### config.mk
export PLATFORM = sky130hd
export DESIGN_NAME = rha_place
export DESIGN_NICKNAME = d
export VERILOG_FILES = /design/src/hw/rtl/rha_pkg.sv /design/src/hw/rtl/rha_place.sv
export SDC_FILE = /design/constraint.sdc
export NUM_CORES = 1
export LEC_CHECK = 0
export ABC_AREA = 0
export BUFFER_PORTS_ARGS = -buffer_cell sky130_fd_sc_hd__buf_2
export CAP_MARGIN = 20
export CORE_MARGIN = 2
export CORE_UTILIZATION = 60
export DETAILED_ROUTE_END_ITERATION = 10
export GPL_TIMING_DRIVEN = 0
export PLACE_DENSITY_LB_ADDON = 0.3
export SETUP_SLACK_MARGIN = 0.4
export SYNTH_ARGS = -nofsm -noshare
export SYNTH_HDL_FRONTEND = slang
export SYNTH_SLANG_ARGS = --single-unit
### constraint.sdc
create_clock -name vclk -period 9.6
set_clock_uncertainty 0.2 [all_clocks]
set_input_delay 0.48 -clock vclk [all_inputs]
set_output_delay 0.48 -clock vclk [all_outputs]
set_load 0.05 [all_outputs]
### src/hw/rtl/rha_pkg.sv
package rha_pkg;

    localparam int MaxHandles = 32;
    localparam int IdxW       = (MaxHandles > 1) ? $clog2(MaxHandles) : 1;
    localparam int CntW       = $clog2(MaxHandles + 1);
    localparam int HidW       = 6;
    localparam int OffW       = 25;
    localparam int AlignW     = 13;
    localparam int GenW       = 32;
    localparam int StatW      = 3;
    localparam int TypeW      = 2;

    localparam logic [OffW-1:0] CapReset = OffW'(65536);

    typedef enum logic [TypeW-1:0] {
        REQ_ALLOC   = 2'd0,
        REQ_FREE    = 2'd1,
        REQ_RESOLVE = 2'd2,
        REQ_COMPACT = 2'd3
    } t_req;

    typedef enum logic [StatW-1:0] {
        ST_OK       = 3'd0,
        ST_BAD_REQ  = 3'd1,
        ST_NO_HDL   = 3'd2,
        ST_NO_SPACE = 3'd3,
        ST_STALE    = 3'd4,
        ST_CP_FAIL  = 3'd5
    } t_status;

    typedef enum logic [3:0] {
        S_IDLE,
        S_DECODE,
        S_AL_READ,
        S_AL_COMMIT,
        S_HDL_CHK,
        S_CP_START,
        S_CP_SCAN,
        S_CP_PICK,
        S_CP_LOAD,
        S_CP_END,
        S_AL_FIT2,
        S_RESP
    } t_state;

    typedef struct packed {
        logic              we_entry;
        logic              we_off;
        logic              we_nf;
        logic [IdxW-1:0]   addr;
        logic [OffW-1:0]   off;
        logic [OffW-1:0]   size;
        logic [AlignW-1:0] align;
        logic [GenW-1:0]   gen;
        logic [HidW-1:0]   nf;
    } t_tbl_wr;

    typedef struct packed {
        logic [OffW-1:0]   off;
        logic [OffW-1:0]   size;
        logic [AlignW-1:0] align;
        logic [GenW-1:0]   gen;
        logic [HidW-1:0]   nf;
    } t_tbl_rd;

endpackage

### src/hw/rtl/rha_place.sv
module rha_place (
    input  logic [rha_pkg::OffW-1:0]   i_cursor,
    input  logic [rha_pkg::AlignW-1:0] i_align,
    input  logic [rha_pkg::OffW-1:0]   i_size,
    input  logic [rha_pkg::OffW-1:0]   i_cap,
    output logic [rha_pkg::OffW-1:0]   o_off,
    output logic                       o_fits
);

    logic [rha_pkg::OffW:0] mask;
    logic [rha_pkg::OffW:0] bumped;
    logic [rha_pkg::OffW:0] aligned;
    logic [rha_pkg::OffW:0] cap_ext;

    // Alignment is a nonzero power of two here, so rounding up is add and mask.
    always_comb begin
        mask    = (rha_pkg::OffW+1)'(i_align) - (rha_pkg::OffW+1)'(1);
        bumped  = {1'b0, i_cursor} + mask;
        aligned = bumped & ~mask;
        cap_ext = {1'b0, i_cap};
        o_off   = aligned[rha_pkg::OffW-1:0];
        o_fits  = (i_cursor <= i_cap) && (aligned <= cap_ext)
                  && ({1'b0, i_size} <= (cap_ext - aligned));
    end

endmodule

=== After elaboration in Yosys (flattened, before gate mapping) ===
Index checks and enable logic that the tools add are counted.

* Word-level logic and storage cells: 10
* Flip-flop bits (word level): 0
* Output and inout bits: 26
* Input bits: 88

* Reduce and logical (&&, ||, !) cells: 2
* Bitwise gates (word level): 2
* $lt $le $gt $ge: 3
* Add/sub/neg operators: 3

{| class="wikitable"
|+ Operators with widths
! kind !! number
|-
| adder 25 x 26 -> 26 bit || 1
|-
| AND 26 bit || 1
|-
| less-or-equal comparator 25 x 26 -> 1 bit || 1
|-
| less-or-equal comparator 26 x 25 -> 1 bit || 1
|-
| NOT 26 bit || 1
|-
| subtractor 25 x 26 -> 26 bit || 1
|-
| less-or-equal comparator 25 bit || 1
|-
| subtractor 13 x 1 -> 14 bit (second input constant) || 1
|-
| logical AND 1 bit || 2
|}

=== Longest topological paths before layout ===
* Depth after elaboration: 6
* Gate-level depth with buffers: 33
* Mapped depth without buffers: 33

=== Least setup slack after synthesis ===
Ideal clock, no wire load.

* Path kind: input-to-output
* Start: input i_align[3] (netlist bit)
* End: output o_fits
* Data required time: 8920 ps
* Arrival time: 6406 ps
* Buffers on the path: 0
* Stages: 27
* Path slack: 2514 ps
* Path through: nor2_1 -> nand3_1 -> or3_1 -> or4_1 -> inv_1 -> ha_1 -> a21oi_1 -> o21bai_1 -> a21o_1 -> a21oi_1 -> a21boi_1 -> o41ai_1 -> xor2_1 -> or2_2 -> ha_1 -> inv_1 -> nor3_1 -> nand3_1 -> nor2_1 -> a221oi_1 -> xnor2_1 -> ha_1 -> a211o_1 -> a2111oi_0 -> a21boi_0 -> a221oi_1 -> and4_1

* Longest elaborated chain between the ends: 6
* Elaborated cells between the ends (all ways): 9
* Classes of those cells: add/sub (3); order compare (2); bitwise (2); reduce/logical (2)

{| class="wikitable"
|+ Ends and longest elaborated chain
! what !! RTL line !! source
|-
| from (decl) || rha_place.sv:3 || <nowiki>input logic [rha_pkg::AlignW-1:0] i_align,</nowiki>
|-
| subtractor 13 x 1 -> 14 bit (*) || rha_place.sv:17 || <nowiki>mask = (rha_pkg::OffW+1)'(i_align) - (rha_pkg::OffW+1)'(1);</nowiki>
|-
| adder 25 x 26 -> 26 bit or NOT 26 bit (tied branches) || rha_place.sv:18, rha_place.sv:19 ||
|-
| AND 26 bit (*) || rha_place.sv:19 || <nowiki>aligned = bumped & ~mask;</nowiki>
|-
| subtractor 25 x 26 -> 26 bit or less-or-equal comparator 26 x 25 -> 1 bit (tied branches) || rha_place.sv:23, rha_place.sv:22 ||
|-
| less-or-equal comparator 25 x 26 -> 1 bit or logical AND 1 bit (tied branches) || rha_place.sv:23, rha_place.sv:22 ||
|-
| logical AND 1 bit (*) || rha_place.sv:23 || <nowiki>&& ({1'b0, i_size} <= (cap_ext - aligned));</nowiki>
|-
| to (decl) || rha_place.sv:7 || <nowiki>output logic o_fits</nowiki>
|}

Mark *: on every way between the ends. The rest lies on a longest branch, timed or not.

=== Final worst setup path ===
* Start: input i_align[0] (netlist bit)
* End: output o_fits

The elaborated chain is that of the path after synthesis.

==> results.sh <==
export IMPL_syn_avg_cell_area_um2=7.04
export IMPL_status="completed"
export IMPL_yosys_mux_area_fraction_pct=0.251
export IMPL_power_frac_comb_pct=100.0
export IMPL_die_w_um=85.5
export IMPL_syn_nets=758
export IMPL_finalMaxSlewViolations=0
export IMPL_arrival_ns=7.60
export IMPL_die_area_mm2=0.00731
export IMPL_finalNetCount=874
export IMPL_swShare_pct=60.4
export IMPL_diodes=0
export IMPL_final_common_cell="buf_2"
export IMPL_core_mm2=0.00639
export IMPL_m1WireLength_um=5320
export IMPL_worst_setup_path_start_kind="input port"
export IMPL_required_ns=8.92
export IMPL_fin_util_pct=72.8
export IMPL_route_met2_wl_um=5550
export IMPL_p_sw_mw=0.250
export IMPL_relSlewSlack_pct=59.7
export IMPL_hp_class="in -> out"
export IMPL_drive_above_1_share_pct=18.2
export IMPL_num_rows=29
export IMPL_wl_met3_um=599
export IMPL_place_hpwl_um=10400
export IMPL_cts_resized=0
export IMPL_worst_pin_slew_ns=0.600
export IMPL_postCtsHoldBufs=0
export IMPL_first_global_vias=4367
export IMPL_gp_congestion=0.947
export IMPL_powerDensity_mw_per_mm2=89.2
export IMPL_syn_inst=566
export IMPL_intPower_mw=0.164
export IMPL_first_pass_iters=5
export IMPL_antenna_found_initial=0
export IMPL_syn_to_final_growth_pct=16.7
export IMPL_ys_types=50
export IMPL_flops_and_latches=0
export IMPL_synth_compound_area_share_pct=26.4
export IMPL_final_setup_tns_ns=0
export IMPL_ant_nets=0
export IMPL_hold_depth=4
export IMPL_worstPathMaxFanout=15
export IMPL_fin_crit_sh_pct=86.2
export IMPL_syn_cell_area_mm2=0.00398
export IMPL_p_clk_share_pct=0
export IMPL_synth_adder_area_share_pct=33.0
export IMPL_total_leakage_power_nw=2.61
export IMPL_io_buffers=114
export IMPL_cp_slowest_cell="or4_1"
export IMPL_final_cell_mix="buf_2, ha_1, inv_1"
export IMPL_cts_setup_buffers=0
export IMPL_ir_drop_mv=0.0594
export IMPL_rsz0062_at_grt="false"
export IMPL_fmax_mhz=121
export IMPL_initialDrtViolationCount=183
export IMPL_drc=0
export IMPL_track_usage_pct=30.6
export IMPL_seqPwrFrac_pct=0
export IMPL_grt_overflow=0
export IMPL_synth_top_family_by_area="adder cells"
export IMPL_top_layer_used="met4"
export IMPL_maxCapViolations=0
export IMPL_end_kind="primary output"
export IMPL_hold_viol=0
export IMPL_clock_buffers=0
export IMPL_vias_per_cell=6.05
export IMPL_start_util_pct=62.4
export IMPL_wl_per_cell_um=15.3
export IMPL_final_seq_area_um2=0
export IMPL_path_class="in -> out"
export IMPL_grt_first_pass_wirelength_um=18900
export IMPL_die_h_um=85.5
export IMPL_via_count=4577
export IMPL_setup_viol=0
export IMPL_routed_wirelength_um=11600
export IMPL_yosysWarnings=0
export IMPL_cp_slowest_stage_delay_ns=0.59
export IMPL_fin_crit_ns=8.28
export IMPL_synth_simple_area_share_pct=22.3
export IMPL_grt_max_degree=16
export IMPL_synth_xor_area_share_pct=11.0
export IMPL_ios=114
export IMPL_yosysSeqAreaShare_pct=0
[final cells by class]
class	count	area, um2
Timing Repair Buffer	114	571
Buffer	5	18.8
Tap cell	77	96.3
Multi-Input combinational cell	491	3700
Inverter	70	263
Fill cell	568	1740
[routing by layer]
| metal | up-vias | global-route usage (%) |
|---|---|---|
| li1 | 2290 | - |
| met1 | 2101 | 40.5 |
| met2 | 168 | 55.6 |
| met3 | 18 | 1.36 |
| met4 | 0 | 4.91 |
| met5 | - | 0 |
[synth_stat cells (3+ instances only)]
| cell | n | share of area (%) |
|---|---|---|
| xor2_1 | 20 | 4.4 |
| clkbuf_1 | 5 | 0.47 |
| and3_1 | 3 | 0.47 |
| o21ai_0 | 26 | 3.3 |
| o31ai_1 | 3 | 0.57 |
| a21boi_0 | 3 | 0.57 |
| ha_1 | 102 | 32 |
| nor2_1 | 35 | 3.3 |
| o21bai_1 | 10 | 1.9 |
| nand4_1 | 14 | 2.2 |
| a21o_1 | 19 | 3.6 |
| or2_2 | 5 | 0.79 |
| nand2b_1 | 12 | 1.9 |
| nand2_1 | 44 | 4.1 |
| xnor2_1 | 30 | 6.6 |
| a2111oi_0 | 3 | 0.66 |
| nor2b_1 | 5 | 0.79 |
| a21oi_1 | 49 | 6.2 |
| o211ai_1 | 3 | 0.57 |
| nand3_1 | 18 | 2.3 |
| or3_1 | 7 | 1.1 |
| o21a_1 | 4 | 0.75 |
| a31oi_1 | 7 | 1.1 |
| a211oi_1 | 4 | 0.75 |
| inv_1 | 70 | 6.6 |
| or4_1 | 3 | 0.57 |
| o2111ai_1 | 3 | 0.66 |
| o41ai_1 | 3 | 0.66 |
| a221oi_1 | 4 | 0.88 |
| and2_1 | 10 | 1.6 |
| nor4_1 | 5 | 0.79 |
| nor3_1 | 12 | 1.5 |
[metrics by stage]
stage | area (um2) | power (mW) | worst slack [ns] | hold WS [ns] | instances
3_3_place_gp | 4650 | 0.393 | 1.59 | 1.21 | 757
2_1_floorplan | 3980 | 0.307 | 2.51 | 1.01 | 566
4_1_cts | 4650 | 0.410 | 1.48 | 1.22 | 757
6_report | 4650 | 0.415 | 1.32 | 1.22 | 757
5_1_grt | 4650 | 0.461 | 0.872 | 1.27 | 757
3_5_place_dp | 4650 | 0.408 | 1.50 | 1.22 | 757
[power by group through the flow]
stage               combinational (mW)  clock (mW)  sequential [mW]
floorplan                        0.307           0                0
global placement                 0.393           0                0
detailed placement               0.408           0                0
CTS                              0.410           0                0
global route                     0.461           0                0
finish                           0.415           0                0
[critical path, delay by kind of cell]
kind	cells	cell delay [ns]
compound gates	11	2.51
simple gates	10	2.33
fa+ha+maj	3	0.97
buf+inv	4	0.91
xor+xnor	2	0.39
[final timing paths]
check,from,to,slack (ns)
setup / recovery,i_align[0],o_fits,1.32
hold / removal,i_cursor[0],o_off[0],1.22
[cell families (layout without fill, tap and decap cells)]
kind of cell / after synthesis / after routing
compound gates: 159 / 159
xor+xnor: 50 / 50
fa+ha+maj: 104 / 104
buf+inv: 75 / 189
mux: 1 / 1
simple gates: 177 / 177
(Power assumes the default switching activity.)
