## src/hw/rtl/rha_pkg.sv

```systemverilog
package rha_pkg;

    localparam int MaxHandles = 32;
    localparam int IdxW       = (MaxHandles > 1) ? $clog2(MaxHandles) : 1;
    localparam int CntW       = $clog2(MaxHandles + 1);
    localparam int HidW       = 6;
    localparam int OffW       = 25;
    localparam int AlignW     = 13;
    localparam int GenW       = 32;
    localparam int StatW      = 3;
    localparam int TypeW      = 2;

    localparam logic [OffW-1:0] CapReset = OffW'(65536);

    typedef enum logic [TypeW-1:0] {
        REQ_ALLOC   = 2'd0,
        REQ_FREE    = 2'd1,
        REQ_RESOLVE = 2'd2,
        REQ_COMPACT = 2'd3
    } t_req;

    typedef enum logic [StatW-1:0] {
        ST_OK       = 3'd0,
        ST_BAD_REQ  = 3'd1,
        ST_NO_HDL   = 3'd2,
        ST_NO_SPACE = 3'd3,
        ST_STALE    = 3'd4,
        ST_CP_FAIL  = 3'd5
    } t_status;

    typedef enum logic [3:0] {
        S_IDLE,
        S_DECODE,
        S_AL_READ,
        S_AL_COMMIT,
        S_HDL_CHK,
        S_CP_START,
        S_CP_SCAN,
        S_CP_PICK,
        S_CP_LOAD,
        S_CP_END,
        S_AL_FIT2,
        S_RESP
    } t_state;

    typedef struct packed {
        logic              we_entry;
        logic              we_off;
        logic              we_nf;
        logic [IdxW-1:0]   addr;
        logic [OffW-1:0]   off;
        logic [OffW-1:0]   size;
        logic [AlignW-1:0] align;
        logic [GenW-1:0]   gen;
        logic [HidW-1:0]   nf;
    } t_tbl_wr;

    typedef struct packed {
        logic [OffW-1:0]   off;
        logic [OffW-1:0]   size;
        logic [AlignW-1:0] align;
        logic [GenW-1:0]   gen;
        logic [HidW-1:0]   nf;
    } t_tbl_rd;

endpackage

```

## src/hw/rtl/rha_table.sv

```systemverilog
module rha_table (
    input  logic                     i_clk,
    input  logic                     i_rst_n,
    input  logic [rha_pkg::IdxW-1:0] i_rd_addr,
    input  rha_pkg::t_tbl_wr         i_wr,
    output rha_pkg::t_tbl_rd         o_rd
);

    logic [rha_pkg::OffW-1:0]   r_mem_off   [rha_pkg::MaxHandles];
    logic [rha_pkg::OffW-1:0]   r_mem_size  [rha_pkg::MaxHandles];
    logic [rha_pkg::AlignW-1:0] r_mem_align [rha_pkg::MaxHandles];
    logic [rha_pkg::GenW-1:0]   r_mem_gen   [rha_pkg::MaxHandles];
    logic [rha_pkg::HidW-1:0]   r_mem_nf    [rha_pkg::MaxHandles];
    logic [rha_pkg::MaxHandles-1:0] r_nf_wr;

    logic [rha_pkg::OffW-1:0]   r_rd_off;
    logic [rha_pkg::OffW-1:0]   r_rd_size;
    logic [rha_pkg::AlignW-1:0] r_rd_align;
    logic [rha_pkg::GenW-1:0]   r_rd_gen;
    logic [rha_pkg::HidW-1:0]   r_rd_nf;
    logic [rha_pkg::IdxW-1:0]   r_rd_addr;
    logic                       r_rd_nf_wr;

    always_ff @(posedge i_clk) begin
        if (i_wr.we_entry) begin
            r_mem_size[i_wr.addr]  <= i_wr.size;
            r_mem_align[i_wr.addr] <= i_wr.align;
            r_mem_gen[i_wr.addr]   <= i_wr.gen;
        end
        if (i_wr.we_entry || i_wr.we_off) begin
            r_mem_off[i_wr.addr] <= i_wr.off;
        end
        if (i_wr.we_nf) begin
            r_mem_nf[i_wr.addr] <= i_wr.nf;
        end
        r_rd_off   <= r_mem_off[i_rd_addr];
        r_rd_size  <= r_mem_size[i_rd_addr];
        r_rd_align <= r_mem_align[i_rd_addr];
        r_rd_gen   <= r_mem_gen[i_rd_addr];
        r_rd_nf    <= r_mem_nf[i_rd_addr];
        r_rd_addr  <= i_rd_addr;
    end

    // Until an entry's link is first written it reads as the next index.
    always_ff @(posedge i_clk) begin
        if (!i_rst_n) begin
            r_nf_wr    <= '0;
            r_rd_nf_wr <= 1'b0;
        end else begin
            if (i_wr.we_nf) begin
                r_nf_wr[i_wr.addr] <= 1'b1;
            end
            r_rd_nf_wr <= r_nf_wr[i_rd_addr];
        end
    end

    always_comb begin
        o_rd.off   = r_rd_off;
        o_rd.size  = r_rd_size;
        o_rd.align = r_rd_align;
        o_rd.gen   = r_rd_gen;
        o_rd.nf    = r_rd_nf_wr ? r_rd_nf
                                : rha_pkg::HidW'({1'b0, r_rd_addr} + (rha_pkg::IdxW+1)'(1));
    end

endmodule

```

## config.mk

```make
export PLATFORM = sky130hd
export DESIGN_NAME = rha_table
export DESIGN_NICKNAME = d
export VERILOG_FILES = /design/src/hw/rtl/rha_pkg.sv /design/src/hw/rtl/rha_table.sv
export SDC_FILE = /design/constraint.sdc
export NUM_CORES = 2
export LEC_CHECK = 0
export BUFFER_PORTS_ARGS = -buffer_cell sky130_fd_sc_hd__buf_2
export CELL_PAD_IN_SITES_DETAIL_PLACEMENT = 0
export CELL_PAD_IN_SITES_GLOBAL_PLACEMENT = 2
export CORE_UTILIZATION = 46
export CTS_BUF_LIST = sky130_fd_sc_hd__clkbuf_16
export DETAILED_ROUTE_END_ITERATION = 7
export GPL_ROUTABILITY_DRIVEN = 0
export PLACE_DENSITY = 0.74
export SLEW_MARGIN = 30
export SYNTH_ARGS = -nofsm -noshare
export SYNTH_HDL_FRONTEND = slang
export SYNTH_SLANG_ARGS = --single-unit
```

## constraint.sdc

```tcl
create_clock -name i_clk -period 3.95 [get_ports i_clk]
set_clock_uncertainty 0.1 [all_clocks]
set_input_delay 0 -clock i_clk [delete_from_list [all_inputs] [get_ports i_clk]]
set_output_delay 0 -clock i_clk [all_outputs]
set_load 0.03 [all_outputs]
```

; Yosys cells after proc, flatten, opt, wreduce, memory -nomap -nowiden
; Memories as Yosys holds them, arrays and structs flattened. A register that Yosys moved wholly into a read port is not among the register bits.
; Cells that the tools add are included.
[classes]
muxes = 11
bitwise = 1
n_reduce_logical = 2
n_addsub = 1
order_cmp = 3
[ops]
columns = op, count
row1 = $or 32x32->32, 1
row2 = $lt 5x6->1 const B, 2
row3 = $mux 1, 8
row4 = $add 5x1->6 const B, 1
row5 = $mux 6, 1
row6 = $bmux 1 s5, 1
row7 = $demux 1 s5, 1
row8 = $ge 5x1->1 const B, 1
row9 = $logic_and 1x1->1, 1
row10 = $logic_or 1x1->1, 1
[totals]
elab_cells = 26
n_memories = 5
mem_bits_rw = 3232
out_inout_bits = 101
reg_bits = 38
in_bits = 116
[memory_table]
columns = memory, words, width, rd, rd_ports_with_merged_regs, wr, line
row1 = r_mem_gen, 32, 32, 1, 1, 1, rha_table.sv:12  ; logic [rha_pkg::GenW-1:0] r_mem_gen [rha_pkg::MaxHandles];
row2 = r_mem_off, 32, 25, 1, 1, 1, rha_table.sv:9  ; logic [rha_pkg::OffW-1:0] r_mem_off [rha_pkg::MaxHandles];
row3 = r_mem_size, 32, 25, 1, 1, 1, rha_table.sv:10  ; logic [rha_pkg::OffW-1:0] r_mem_size [rha_pkg::MaxHandles];
row4 = r_mem_align, 32, 13, 1, 1, 1, rha_table.sv:11  ; logic [rha_pkg::AlignW-1:0] r_mem_align [rha_pkg::MaxHandles];
row5 = r_mem_nf, 32, 6, 1, 1, 1, rha_table.sv:13  ; logic [rha_pkg::HidW-1:0] r_mem_nf [rha_pkg::MaxHandles];

; Logic depth before layout (Yosys ltp)
[logic_depth]
ltp_word = 5
depth_mapped = 7
ltp_nobuf = 4

; Worst setup path before layout
; OpenSTA, ideal clock, no wires.
[synth_path]
path_kind = input port to flip-flop
from = in i_wr[104] (netlist name)
to = mem r_mem_off[28][0] (netlist name) (enable)
path_slack_ns = 0.538
arrival_ns = 2.839
required_ns = 3.377
setup_ns = 0.473
n_path_buf = 1
stages = 3
cell_sequence = clkbuf_1 > nand3_1 > nor4_1
[synth_rtl]
columns = item, line
row1 = "start, declared", rha_table.sv:5  ; input rha_pkg::t_tbl_wr i_wr,
row2 = "end, declared", rha_table.sv:9
; No word-level cell before the write port.

; Worst setup path after layout
[layout_path]
from = in i_wr[101] (netlist name)
to = mem r_mem_align[21][8] (netlist name) (enable)
[layout_rtl]
columns = item, line
row1 = "end, declared", rha_table.sv:11
; No word-level cell before the write port.

==> run_results.csv <==
group,metric,value,unit
global_route,grt_max_degree,71,
route,first_pass_iters,5,
synth,async_reset_ff_share,0,%
timing,fmax,325,MHz
cells_and_area,fin_nets,5731,
critical_path,start_kind,"primary input",
route,drt-initial-drc-count,6961,
synth,synth_area,126000,sq um
critical_path,reg2regPathDepth,4,
synth,synth_cell_types,31,
critical_path,critPathCapture,"r_mem_align[21][8]",
global_route,antenna_found_initial,32,
floorplanning,dieArea,277000,sq um
timing,slew_violations,0,
clock_network,post_cts_resized,0,
clock_network,cts_buffer_depth,4,
route,via_per_inst,6.05,
synth,ys_top_cells_by_count,"edfxtp_1, mux4_2, clkbuf_1",
synth,ys_seq_elements,3371,
critical_path,worst_r2r_endpoint,"r_rd_off[2]",
clock_network,root_buffer,"clkbuf_16",
clock_network,clkSinkCount,3371,
synth,yosysMostFrequentCell,"edfxtp_1",
floorplanning,die_h,526,microns
route,drc,0,
outcome,status,"finished clean",
global_route,track_usage,22.3,%
cells_and_area,layout-drive-gt1-share,35.6,%
power_and_ir_drop,vdd.ir_drop.worst,0.000410,V
critical_path,rr_startpoint,"r_mem_off[4][2]",
synth,ys_top_cells_by_area,"edfxtp_1, mux4_2, dfxtp_1, mux2_2, clkbuf_1",
flow_run,maxCapViolCount,0,
synth,yosys_warnings,0,
critical_path,worst_ep_required_time,4380,ps
placement,port-buffer-count,216,
route,avgRoutedWirePerCell,32.6,microns
timing,rsz0062_at_grt,"no",
power_and_ir_drop,power,75800,uW
clock_network,numCtsBuffers,346,
clock_network,clk_latency,910,ps
clock_network,h-tree-depth,5,
synth,yosysTopAreaCellShare,76.9,%
critical_path,critPathArrivalTime,3500,ps
synth,synth_edf_count,3232,
global_route,gr-usage-met2,35.4,%
floorplanning,start_util,46.4,%
power_and_ir_drop,leakagePower,0.0465,uW
floorplanning,io_pins,217,
timing,slew_headroom,33.5,%
synth,syn_area_per_cell,25.4,sq um
timing,whs,43.9,ps
cells_and_area,area_delta_synth_final,16.0,%
cells_and_area,fin_area,147000,sq um
global_route,use_met3,4.00,%
floorplanning,die_w,526,microns
critical_path,crit_fanout,18,
synth,synthFlopType,"edfxtp_1",
global_route,grt_overflow,0,
placement,placed_area,134000,sq um
global_route,grt-busiest-layer,"met2",
floorplanning,row_count,191,
timing,finalSetupViolations,0,
critical_path,crit_type,"in2reg",
timing,tightest_slew,995,ps
power_and_ir_drop,p_per_area,518,nW/um^2
synth,ys_seq_area_share,79.1,%
hold_path,min_path_type,"in2reg",
clock_network,clk_pin_slew,60,ps
floorplanning,core-area,272000,sq um
clock_network,cts_tree,"done",
placement,hpwl,161000,microns
synth,synth_cells,4967,
route,drtAntennaViolNets,0,
timing,finalCriticalPeriod,3070,ps
timing,report.final.hold_viol_count,0,
global_route,grt_pass1_wl,439000,microns
global_route,grt_util_met1,32.1,%
critical_path,r2r_slack,1630,ps
route,wl,309000,microns
timing,min_period_over_period,77.8,%
timing,final.setup.tns,0,ps
cells_and_area,fillers,20100,
synth,synth_nets,5084,
critical_path,crit_start,"i_wr[101]",
route,vias,57400,
critical_path,critPathCaptureType,"register",
synth,yosysTopAreaCell,"edfxtp_1",
global_route,first_global_vias,59000,
==> timing repair <==
item,4_1_cts,5_1_grt
endpoints found under the hold margin,4192,0
hold buffers,155,0
buffers inserted,0,0
==> layout make-up <==
type	count	area (sq um)	area share (%)
Sequential cell	3371	99800	68.1
Multi-Input combinational cell	1323	25700	17.5
Clock buffer	352	8810	6.01
Timing Repair Buffer	572	5380	3.67
Tap cell	3570	4470	3.05
Clock inverter	286	2340	1.60
Antenna cell	11	27.5	0.0188
==> cell usage in the layout, fill, tap and decap left out, types with 86 or more instances in the layout <==
cell type and n:
clkbuf_16 352, buf_12 86, buf_2 225, dfxtp_1 139, edfxtp_1 3232, mux2_2 103, mux4_2 1017, dlygate4sd3_1 141
buf_4 106, inv_1 86
==> worst min path at each step <==
stage	startpoint	to	slack, ps	depth (start not counted)
after floorplan	i_rd_addr[0]	r_rd_addr[0]	-70	0
after global placement	r_rd_size[5]	o_rd[56]	340	1
after detailed placement	r_rd_size[1]	o_rd[52]	340	1
after CTS	i_wr[11]	r_mem_gen[15][5]	5	2
after global routing	i_wr[48]	r_mem_align[10][10]	50	2
final	i_wr[48]	r_mem_align[8][10]	40	2
==> stage by stage <==
step / instances / setup slack, ps / utilization, %
global placement: 8671 / 1000 / 49.1
CTS: 9473 / 996 / 53.9
detailed placement: 8680 / 1130 / 49.2
finish: 9485 / 878 / 53.9
global route: 9480 / 871 / 53.9
floorplan: 4967 / 538 / -
==> critical path, cell delays in order <==
cell           delay [ps]
dlygate4sd3_1         520
buf_2                 280
nor2b_4               410
dlygate4sd3_1        1090
and3_4                630
buf_4                 530
==> cells by family (layout without fill, tap and decap cells) <==
logic type / count (synthesis) / after routing / share of synthesized area [%]
AO/OA/AOI/OAI: 43 / 43 / 0.250
flip-flops: 3371 / 3371 / 79.1
XOR/XNOR: 3 / 3 / 0.0208
adder cells (fa/ha/maj): 1 / 1 / 0.00991
AND/OR/NAND/NOR: 156 / 156 / 0.650
multiplexers: 1120 / 1120 / 19.1
buffers and inverters: 273 / 1210 / 0.954
other: 0 / 11 / 0
==> registers in the layout (all words and copies together) (netlist names) <==
register     cells
r_mem_align    416
r_mem_off      800
r_rd_size       25
r_mem_gen     1024
r_mem_nf       192
r_rd_gen        32
r_nf_wr         32
r_rd_nf_wr       1
r_rd_addr        5
r_rd_nf          6
r_rd_off        25
r_mem_size     800
r_rd_align      13
==> layer usage <==
| metal | vias up | share of wire [%] |
|---|---|---|
| met5 | - | 0.042 |
| met4 | 20 | 2.4 |
| met3 | 459 | 8.0 |
| met2 | 2515 | 49 |
| met1 | 31400 | 41 |
| li1 | 23000 | - |
==> power breakdown <==
group          internal [uW]  switching (uW)  leakage [uW]
combinational           1720            2280        0.0104
sequential             39800             242        0.0303
clock                  18200           13700       0.00576
total                  59600           16200        0.0465
Power figures use the tool's default switching activity.
